<file path="config.mk">
export PLATFORM = sky130hd
export DESIGN_NAME = qmul_align
export DESIGN_NICKNAME = d
export VERILOG_FILES = /design/src/design/qmul_pkg.sv /design/src/design/qmul_align.sv
export SDC_FILE = /design/constraint.sdc
export NUM_CORES = 1
export LEC_CHECK = 0
export BUFFER_PORTS_ARGS = -buffer_cell sky130_fd_sc_hd__buf_2
export CORE_UTILIZATION = 44
export CTS_CLUSTER_DIAMETER = 50
export DETAILED_ROUTE_END_ITERATION = 12
export PLACE_DENSITY_LB_ADDON = 0.12
export SKIP_LAST_GASP = 1
export SLEW_MARGIN = 0
export SYNTH_ARGS = -nofsm -noshare
export SYNTH_HDL_FRONTEND = slang
export SYNTH_SLANG_ARGS = --single-unit
</file>
<file path="constraint.sdc">
create_clock -name clk_i -period 4.6 [get_ports clk_i]
set_input_delay 0.69 -clock clk_i [delete_from_list [all_inputs] [get_ports clk_i]]
set_output_delay 0.69 -clock clk_i [all_outputs]
set_load 0.005 [all_outputs]
</file>
<file path="src/design/qmul_pkg.sv">
`default_nettype none
package qmul_pkg;

  // Exact product component: four 16x16 products summed
  localparam int PROD_W = 34;
  // Aligned magnitude: largest component has its msb at bit 30
  localparam int MAG_W  = 31;
  localparam int ALIGN_MSB = 30;
  // Sum of four squared aligned magnitudes
  localparam int SQ_W   = 64;
  // Integer square root of the sum
  localparam int ROOT_W = 32;
  // Number of root bits resolved, one per stage
  localparam int ROOT_STEPS = 32;

  typedef logic [MAG_W-1:0] mag_t;

  typedef struct packed {
    logic [3:0] neg;   // sign of each product component
    logic [1:0] zero;  // zero operand flags
  } side_t;

  typedef struct packed {
    mag_t [3:0] mag;
    side_t      side;
  } norm_t;

endpackage
`default_nettype wire

</file>
<file path="src/design/qmul_align.sv">
`default_nettype none
module qmul_align (
  input  wire                                    clk_i,
  input  wire                                    rst_ni,
  input  wire                                    en_i,
  input  wire                                    valid_i,
  input  wire  logic signed [3:0][qmul_pkg::PROD_W-1:0] p_i,
  input  wire  logic [1:0]                       zero_i,
  output logic                                   valid_o,
  output qmul_pkg::norm_t                        norm_o
);

  localparam int AW = qmul_pkg::PROD_W - 1;

  logic [AW-1:0]   abs_d [4];
  logic [AW-1:0]   max_d;
  logic [AW-1:0]   abs_q [4];
  logic [AW-1:0]   max_q;
  qmul_pkg::side_t side_q;
  logic            vld1_q;
  logic [5:0]      msb;
  logic [AW+qmul_pkg::ALIGN_MSB-1:0] wide;
  qmul_pkg::norm_t norm_d;
  qmul_pkg::norm_t norm_q;
  logic            vld2_q;

  // Magnitudes and their maximum
  always_comb begin
    max_d = '0;
    for (int i = 0; i < 4; i++) begin
      abs_d[i] = p_i[i][qmul_pkg::PROD_W-1] ? AW'(-p_i[i]) : AW'(p_i[i]);
      if (abs_d[i] > max_d) max_d = abs_d[i];
    end
  end

  always_ff @(posedge clk_i) begin
    if (en_i) begin
      for (int i = 0; i < 4; i++) begin
        abs_q[i]       <= abs_d[i];
        side_q.neg[i]  <= p_i[i][qmul_pkg::PROD_W-1];
      end
      max_q       <= max_d;
      side_q.zero <= zero_i;
    end
  end

  // Leading one of the maximum, then shift so it lands on the align bit
  always_comb begin
    msb = '0;
    for (int b = 0; b < AW; b++) begin
      if (max_q[b]) msb = 6'(b);
    end
    norm_d.side = side_q;
    for (int i = 0; i < 4; i++) begin
      wide = {abs_q[i], {qmul_pkg::ALIGN_MSB{1'b0}}} >> msb;
      norm_d.mag[i] = wide[qmul_pkg::MAG_W-1:0];
    end
  end

  always_ff @(posedge clk_i) begin
    if (en_i) norm_q <= norm_d;
  end

  always_ff @(posedge clk_i or negedge rst_ni) begin
    if (!rst_ni) begin
      vld1_q <= 1'b0;
      vld2_q <= 1'b0;
    end else if (en_i) begin
      vld1_q <= valid_i;
      vld2_q <= vld1_q;
    end
  end

  assign valid_o = vld2_q;
  assign norm_o  = norm_q;

endmodule
`default_nettype wire

</file>
==> results of run 1 <==
==> metrics by stage <==
stage	cells	hold WS [ns]	instance area, um^2	TNS (ns)
after floorplan	2599	0.394	25000	-130.81
after global placement	4054	0.402	31200	-146.14
after detailed placement	4054	0.408	31200	-151.27
after CTS	4144	0.283	32900	-123.26
after global routing	4162	0.288	33500	-140.19
final	4162	0.296	33500	-128.96
==> timing repair <==
action                                  in CTS  in global routing
pin swaps                                   17                 26
hold buffers                                 1                  0
resized for setup                           43                 84
endpoints found under the hold margin        2                  0
setup buffers                               12                 16
cloned                                       2                  2
endpoints found under the setup margin      32                 32
==> metal layers <==
| metal | global-route usage | wire (um) | vias to the layer above |
|---|---|---|---|
| met1 | 0.523 | 46400 | 12500 |
| li1 | - | - | 11500 |
| met2 | 0.552 | 46400 | 1750 |
| met3 | 0.0733 | 11200 | 350 |
| met5 | 0 | 15 | - |
| met4 | 0.170 | 5800 | 2 |
==> registers in the layout, summed over array words and instances (netlist names) <==
signal	count
norm_d	6
norm_o	130
max_q	32
abs_q	132
valid_o	1
vld1_q	1
==> cell usage after synthesis, types with 9 or more instances <==
cell type,n,area share
sky130_fd_sc_hd__o21a_1,20,0.0061
sky130_fd_sc_hd__nand2_1,307,0.047
sky130_fd_sc_hd__buf_2,34,0.0069
sky130_fd_sc_hd__a21oi_1,81,0.016
sky130_fd_sc_hd__a211oi_1,16,0.0049
sky130_fd_sc_hd__o22ai_1,26,0.0066
sky130_fd_sc_hd__nor2_1,111,0.017
sky130_fd_sc_hd__xor2_1,78,0.028
sky130_fd_sc_hd__or3_1,26,0.0066
sky130_fd_sc_hd__a21o_1,44,0.013
sky130_fd_sc_hd__nand3_1,71,0.014
sky130_fd_sc_hd__a22o_1,23,0.0081
sky130_fd_sc_hd__clkbuf_1,90,0.014
sky130_fd_sc_hd__o31ai_1,37,0.011
sky130_fd_sc_hd__and3_1,15,0.0038
sky130_fd_sc_hd__edfxtp_1,300,0.36
sky130_fd_sc_hd__or4_1,24,0.0073
sky130_fd_sc_hd__a211o_1,10,0.0035
sky130_fd_sc_hd__ha_1,103,0.052
sky130_fd_sc_hd__o221ai_1,12,0.0042
sky130_fd_sc_hd__a31oi_1,9,0.0023
sky130_fd_sc_hd__a221oi_1,14,0.0050
sky130_fd_sc_hd__nand2b_1,15,0.0038
sky130_fd_sc_hd__nor2b_1,10,0.0025
sky130_fd_sc_hd__a221o_1,12,0.0049
sky130_fd_sc_hd__a22oi_1,49,0.015
sky130_fd_sc_hd__buf_1,26,0.0039
sky130_fd_sc_hd__nor3_1,38,0.0077
sky130_fd_sc_hd__xnor2_1,44,0.016
sky130_fd_sc_hd__inv_1,147,0.022
sky130_fd_sc_hd__and2_1,13,0.0033
sky130_fd_sc_hd__mux2_2,46,0.021
sky130_fd_sc_hd__o211ai_1,30,0.0091
sky130_fd_sc_hd__o41ai_1,21,0.0074
sky130_fd_sc_hd__nand4_1,39,0.0099
sky130_fd_sc_hd__mux2i_1,352,0.14
sky130_fd_sc_hd__nor4_1,25,0.0063
sky130_fd_sc_hd__o21ai_0,138,0.028
==> where the power goes <==
| part | leakage (nW) | switching [mW] | internal, mW |
|---|---|---|---|
| Combinational | 11.3 | 6.20 | 4.49 |
| Clock | 0.660 | 1.34 | 1.75 |
| Sequential | 2.98 | 0.492 | 3.95 |
==> layout make-up <==
cell class / count / area, um^2 / area share
clock inverter: 32 / 294 / 0.00877
multi-input combinational: 1995 / 15200 / 0.455
inverter: 148 / 556 / 0.0166
tap: 748 / 936 / 0.0279
clock buffer: 43 / 1030 / 0.0308
sequential: 302 / 9060 / 0.270
timing repair buffer: 894 / 6390 / 0.191
==> cells by family (layout without fill, tap and decap cells) <==
logic type | count (synthesis) | count (layout) | share of synthesized area
DFF | 302 | 302 | 0.366
adders and majority gates | 103 | 103 | 0.0521
muxes | 403 | 403 | 0.168
buffers and inverters | 302 | 1117 | 0.0481
xor gates and xnor gates | 122 | 122 | 0.0432
and+or+nand+nor | 730 | 730 | 0.142
AOI/OAI and AO/OA | 637 | 637 | 0.181
==> final timing paths <==
check / startpoint / end / slack (ns) / cells after the start
worst min-delay path: zero_i[0] / norm_d[0] / 0.30 / 1
max in group asynchronous: rst_ni / vld1_q / 4.08 / 2
worst min register to register: norm_d[1] / norm_o[1] / 0.43 / 0
worst max-delay path: p_i[53] / max_q[20] / -4.09 / 37
min in group asynchronous: rst_ni / valid_o / 0.43 / 2
worst max register to register: max_q[21] / norm_o[81] / 0.18 / 11
==> worst reg2reg max path, delay by kind of cell, from the launching register on <==
family	cells	cell delay (ns)
buffers and inverters	3	0.61
and+or+nand+nor	3	1.44
DFF	1	0.46
AOI/OAI and AO/OA	5	1.61
==> placed cells by master, fill, tap and decap left out, types with 17 or more instances in the layout <==
master / instances
sky130_fd_sc_hd__a21o_1: 43
sky130_fd_sc_hd__nor2_1: 106
sky130_fd_sc_hd__o211ai_1: 30
sky130_fd_sc_hd__buf_2: 269
sky130_fd_sc_hd__or4_1: 22
sky130_fd_sc_hd__nand2_1: 306
sky130_fd_sc_hd__or3_1: 26
sky130_fd_sc_hd__nand3_1: 71
sky130_fd_sc_hd__a22oi_1: 49
sky130_fd_sc_hd__buf_12: 17
sky130_fd_sc_hd__a22o_1: 23
sky130_fd_sc_hd__o21a_1: 18
sky130_fd_sc_hd__clkbuf_16: 43
sky130_fd_sc_hd__nor3_1: 37
sky130_fd_sc_hd__xnor2_1: 44
sky130_fd_sc_hd__inv_1: 147
sky130_fd_sc_hd__o22ai_1: 26
sky130_fd_sc_hd__mux2_2: 43
sky130_fd_sc_hd__o21ai_0: 126
sky130_fd_sc_hd__nor4_1: 19
sky130_fd_sc_hd__xor2_1: 78
sky130_fd_sc_hd__ha_1: 93
sky130_fd_sc_hd__buf_4: 591
sky130_fd_sc_hd__a21oi_1: 71
sky130_fd_sc_hd__mux2i_1: 326
sky130_fd_sc_hd__o31ai_1: 33
sky130_fd_sc_hd__edfxtp_1: 300
sky130_fd_sc_hd__nand4_1: 39
==> flow_results.org, run 1 <==
** Power
- The completed layout was analyzed and its total power is 18.2 mW.
- IR Drop Worst-Case VDD :: 0.000386 V
- Summed over all cells, the static leakage comes to 14.9 nW.
- For this design the ratio of total power to cell area is 544 nW/um^2.

** STA
- At the pin with the least slew margin, the transition time is 1.10 ns.
- Counting I/O delays and the setup requirement, the final critical path takes 8.69 ns.
- Worst Setup Slack, final :: -4.09 ns
- Of the available clock period, the critical path in the final layout requires 1.89.
- Setup repair after global routing could not meet its margin everywhere.
- Setup violations remaining at the end of the flow were counted as 32.
- The number of max-slew violations in the final report came to 0.
- Final count of hold timing violations :: 0
- On the final layout, the worst clock skew is 0.0292 ns.
- Worst slew margin relative to its limit :: 0.262
- Max Clock Freq :: 115 MHz

** Final layout
- Of the cells placed in the final design, the portion with a size suffix greater than 1 is 0.331.
- The area growth from synthesis to layout is 35.4%.
- Measured on the finished design, the core utilization comes to 0.606.
- # nets final :: 3627
- Number of antenna cells inserted :: 0
- The layout has 4878 filler cells.

** Synthesis
- Summing every instance area after synthesis gives 24800 um^2.
- When the netlist entered floorplanning its net count stood at 2844.
- For this run, the number of Yosys warnings is 0.
- Average footprint of a synthesized cell :: 9.52 um^2
- After synthesis, the netlist uses 84 different library cells.
- The synthesized design contains 302 register bits.
- Of all flip-flops after synthesis, the portion carrying an async set or reset was 0.00662.
- Main flop type after synthesis :: sky130_fd_sc_hd__edfxtp_1
- The cell count after synthesis came out at 2599.
- Of the synthesized area, sequential elements account for 0.366.
- Yosys mapped a number of flops with a built-in enable equal to 300.

** Clocking
- Number of buffers on the longest clock path :: 3
- Number of sinks on the clock net :: 302
- Depth of the CTS H-tree :: 2
- The later pin in the worst-skew pair is clocked with a latency of 0.59 ns.
- Clock tree from TritonCTS :: yes
- Clock-pin slew was measured on the worst setup and hold paths at 0.06 ns.
- In this run the clock root is driven by a sky130_fd_sc_hd__clkbuf_16.
- Clock tree synthesis inserted a total of 41 buffers.

** Detailed routing
- After detailed routing, the total wire length is 110000 um.
- In this run the remaining antenna-violating nets after routing total 0.
- Per-cell via count in the routed design :: 6.26
- Number of iterations in the first detailed-routing pass :: 8
- Number of design rule violations left after detail routing :: 0
- The routed layout has 26100 vias.
- For this block, the initial DRC count from the detailed router was 3566.
- Average detailed-routed wire length per instance :: 26.4 um

** Worst setup path
- Critical Path End Type :: flip-flop
- In this design, the stage delay of the slowest critical-path cell is 0.62 ns.
- Number of buffers and inverters on the critical path :: 6
- The largest individual stage delay along the critical path comes from the cell sky130_fd_sc_hd__or4_1.
- Critical path class :: input pin to flip-flop
- Data on the critical path arrives at its endpoint at 9.02 ns.
- The kind of cell with the highest combined delay along the critical path is simple AND/OR/NAND/NOR gates.
- STA classifies the critical path startpoint as an input pin.
- For the worst setup path, the data required time is 4.93 ns.
- Maximum fanout encountered on the critical timing path :: 8
- The cell that appears most often on the critical path is sky130_fd_sc_hd__nand4_1.

** Die
- The die covers 57200 um^2.
- Measured along the x axis, the die boundary spans 239 um.
- For this configuration, the core starts out at a cell density of 0.448.
- Pin placement for this block handled 273 I/O pins.
- The die is 239 um tall.
- In this run the core area contains 86 standard-cell rows.
- In this run the standard cell core region covers 55300 um^2.

** Global route
- Global-route total usage across every layer :: 0.373
- Wire length of the first global-routing pass :: 158000 um
- Number of global-route vias before repair :: 24700
- Entering global routing, the biggest net connects 147 pins.
- Number of antenna violations at the first check in global routing :: 2
- For this run the aggregate overflow at the end of global routing stands at 0.

** Job
- Max-cap violations in this run came to 0.

** Place
- Port buffering added 272 buffers.
- Weighted congestion reported at the end of routability-driven placement :: 1.03
- Detailed placement finished with a half-perimeter wire length of 85800 um.
- Prior to clock tree synthesis, the placed netlist has a worst setup slack of -4.76 ns.

** Status
- Violated checks :: setup timing
- Outcome :: complete, but fails checks

** Worst hold path
- Worst hold path type :: input pin to flip-flop
No activity file was read; power rests on OpenSTA's default activity.
==> run 2, diff against run 1 <==
- CORE_UTILIZATION: 44 -> 50
==> run 2 against run 1 <==
Against the previous run:
- the run still ends with setup timing left
- total power hardly changed
- non-clock buffer count is 31 higher
- sequential power about the same
- global-route usage up 4.5 points
- highest routed layer unchanged
==> flow_results.org, run 2 (synthesis gave the netlist of run 1 again) <==
** Die
- Cell row count :: 81
- Core footprint :: 48800 um^2
- I/O Pins :: 273
- The initial utilization of the core area, before any placement, comes to 0.507.
- The die is 225 um tall.
- Horizontal extent of the die :: 225 um
- The die covers 50400 um^2.

** Clocking
- TritonCTS created 38 clock buffers.
- The root buffer cell chosen for the clock tree is sky130_fd_sc_hd__clkbuf_16.
- Number of sinks on the clock net :: 302
- Clk pin slew, worst setup/hold paths :: 0.06 ns
- The H-tree was split into 2 levels.
- Clock network latency to the later pin of the worst-skew pair :: 0.57 ns
- Number of buffers on the longest clock path :: 3
- Clock tree from TritonCTS :: yes

** Detailed routing
- Wires add up to 108000 um.
- Average detailed-routed wire length per instance :: 26.4 um
- After the first detailed-routing iteration, the DRC count stood at 3611.
- Routed via count :: 26500
- The first TritonRoute pass finished after 6 iterations.
- For this run, design rule violations remaining after detail routing come to 0.
- Once detail routing completed, the nets flagged for antenna violations numbered 0.
- Per-cell via count in the routed design :: 6.45

** Worst hold path
- Start point of the worst hold path :: zero_i[0]
- Worst hold path type :: input pin to flip-flop
- Terminating pin of the worst hold path :: norm_d[0]
- Cell depth of the worst min-delay path :: 1

** STA
- Once routing completed, OpenROAD measured the worst setup slack at -4.27 ns.
- For the pin with the worst max-slew slack, the measured transition is 1.44 ns.
- Final worst hold slack :: 0.303 ns
- Skew final :: 0.00969 ns
- Setup violations remaining at the end of the flow were counted as 32.
- The worst pin sits at a relative slew slack of 0.0335.
- After layout, the minimum clock period comes to 8.87 ns.
- RSZ-0062 raised after global routing :: yes
- Max Clock Freq :: 113 MHz
- Final count of hold timing violations :: 0
- Final Cycle Share :: 1.93
- The number of max-slew violations in the final report is 0.

** Worst setup path
- STA classifies the critical path startpoint as an input pin.
- Data on the critical path is required at its endpoint by 5.00 ns.
- Crit path DAT :: 9.27 ns
- In this design, the stage delay of the slowest critical-path cell is 0.52 ns.
- Critical path class :: input pin to flip-flop
- The worst setup path is captured at a flip-flop.
- For flop-to-flop paths, the worst setup slack is 0.17 ns.
- Counting cells, the worst reg-to-reg path comes to 10.
- Along the worst path, the maximum fanout reaches 9.
- In this run the critical register-to-register path is captured at norm_o[97].
- Launch point of the worst reg-to-reg path :: max_q[9]
- The slowest stage of the critical path is the sky130_fd_sc_hd__or4_4 cell.
- By instance count, the cell type seen most on the critical path is sky130_fd_sc_hd__nand4_1.

** Power
- Total leakage power :: 15.0 nW
- IR Drop Worst-Case VDD :: 0.000309 V
- Power per Cell Area :: 544 nW/um^2

** Final layout
- # nets final :: 3655
- Register Area :: 9060 um^2
- The register with the most flip-flops in the final layout is abs_q.
- Highest-count cells in the layout ignoring fill and taps :: 629 x sky130_fd_sc_hd__buf_4, 328 x sky130_fd_sc_hd__mux2i_1, 305 x sky130_fd_sc_hd__nand2_1, 300 x sky130_fd_sc_hd__edfxtp_1, 269 x sky130_fd_sc_hd__buf_2
- The register with the most flip-flops in the layout has 132 of them.
- Area added between synthesis and finish :: 35.2%
- Once layout is complete, the utilization of the core stands at 0.685.
- Number of standard cells in the final layout excluding fillers :: 4106
- Number of fill cells in the layout :: 3804
- In the final layout, the share of cells above drive strength 1 is 0.333.
- Leading cell type in the layout, fill and taps excluded :: sky130_fd_sc_hd__buf_4
- Post-route cell area :: 33500 um^2
- In the final layout, the multi-input gates occupy 15200 um^2.

** Place
- Weighted congestion reported at the end of routability-driven placement :: 1.12
- Post-DP HPWL :: 84000 um
- Placed instance count :: 3984
- I/O Buffers :: 272
- The placed instances occupy a cell area of 31200 um^2.

** Global route
- Number of global-route vias before repair :: 25200
- The total overflow left after global routing is 0.
- Number of antenna violations at the first check in global routing :: 4
- Entering global routing, the biggest net connects 111 pins.
- Wire length of the first global-routing pass :: 157000 um
- Across every metal layer, demand over resource in global routing totals 0.418.

** Job
- Reported max-cap violation count :: 0

** Status
- The run finished, with violations left.
- The checks that failed: setup timing.
-- run 2: metrics by stage --
| step | TNS [ns] | setup slack, ns | total power, mW |
|---|---|---|---|
| floorplan | -130.81 | -4.13 | 10.2 |
| global placement | -151.02 | -4.74 | 14.1 |
| detailed placement | -155.78 | -4.89 | 14.2 |
| CTS | -123.13 | -3.91 | 17.6 |
| global route | -142.56 | -4.50 | 18.8 |
| finish | -134.42 | -4.27 | 18.2 |
-- run 2: repair_timing --
action,in CTS,in global routing
setup endpoints to repair,32,32
gates resized for setup,78,32
pin swaps,22,24
hold endpoints to repair,2,0
hold buffers,1,0
cloned,2,2
setup buffers,33,14
-- run 2: metal layers --
metal	GRT usage	up-vias	wire, um
li1	-	11500	-
met1	0.568	12600	44200
met2	0.597	1940	44100
met3	0.122	419	13300
met4	0.225	6	6830
met5	0	-	42
-- run 2: how the worst max path moves through the flow --
stage / start / end / cells past startpoint
floorplan: p_i[37] / max_q[20] / 38
global placement: p_i[44] / max_q[20] / 38
detailed placement: p_i[8] / max_q[21] / 42
CTS: p_i[37] / max_q[5] / 38
global route: p_i[44] / max_q[31] / 38
finish: p_i[37] / max_q[31] / 37
-- run 2: worst max-delay path: cells and delay by family --
kind / cells / cell delay [ns]
xor gates and xnor gates: 1 / 0.23
muxes: 4 / 1.11
buffers and inverters: 5 / 0.63
AOI/OAI and AO/OA: 12 / 2.56
and+or+nand+nor: 12 / 3.15
adders and majority gates: 3 / 0.87
-- run 2: where the power goes --
part | total (mW) | internal, mW | switching (mW)
clock network | 3.02 | 1.72 | 1.30
logic | 10.8 | 4.50 | 6.26
registers | 4.42 | 3.95 | 0.474
total | 18.2 | 10.2 | 8.04
-- run 2: layout make-up --
class | instances | area share
clock inverters | 28 | 0.00909
clock buffers | 42 | 0.0295
multi-input cells | 1995 | 0.453
well taps | 664 | 0.0248
repair buffers | 925 | 0.196
flip-flops and latches | 302 | 0.271
diodes | 2 | 0.000150
inverters | 148 | 0.0166
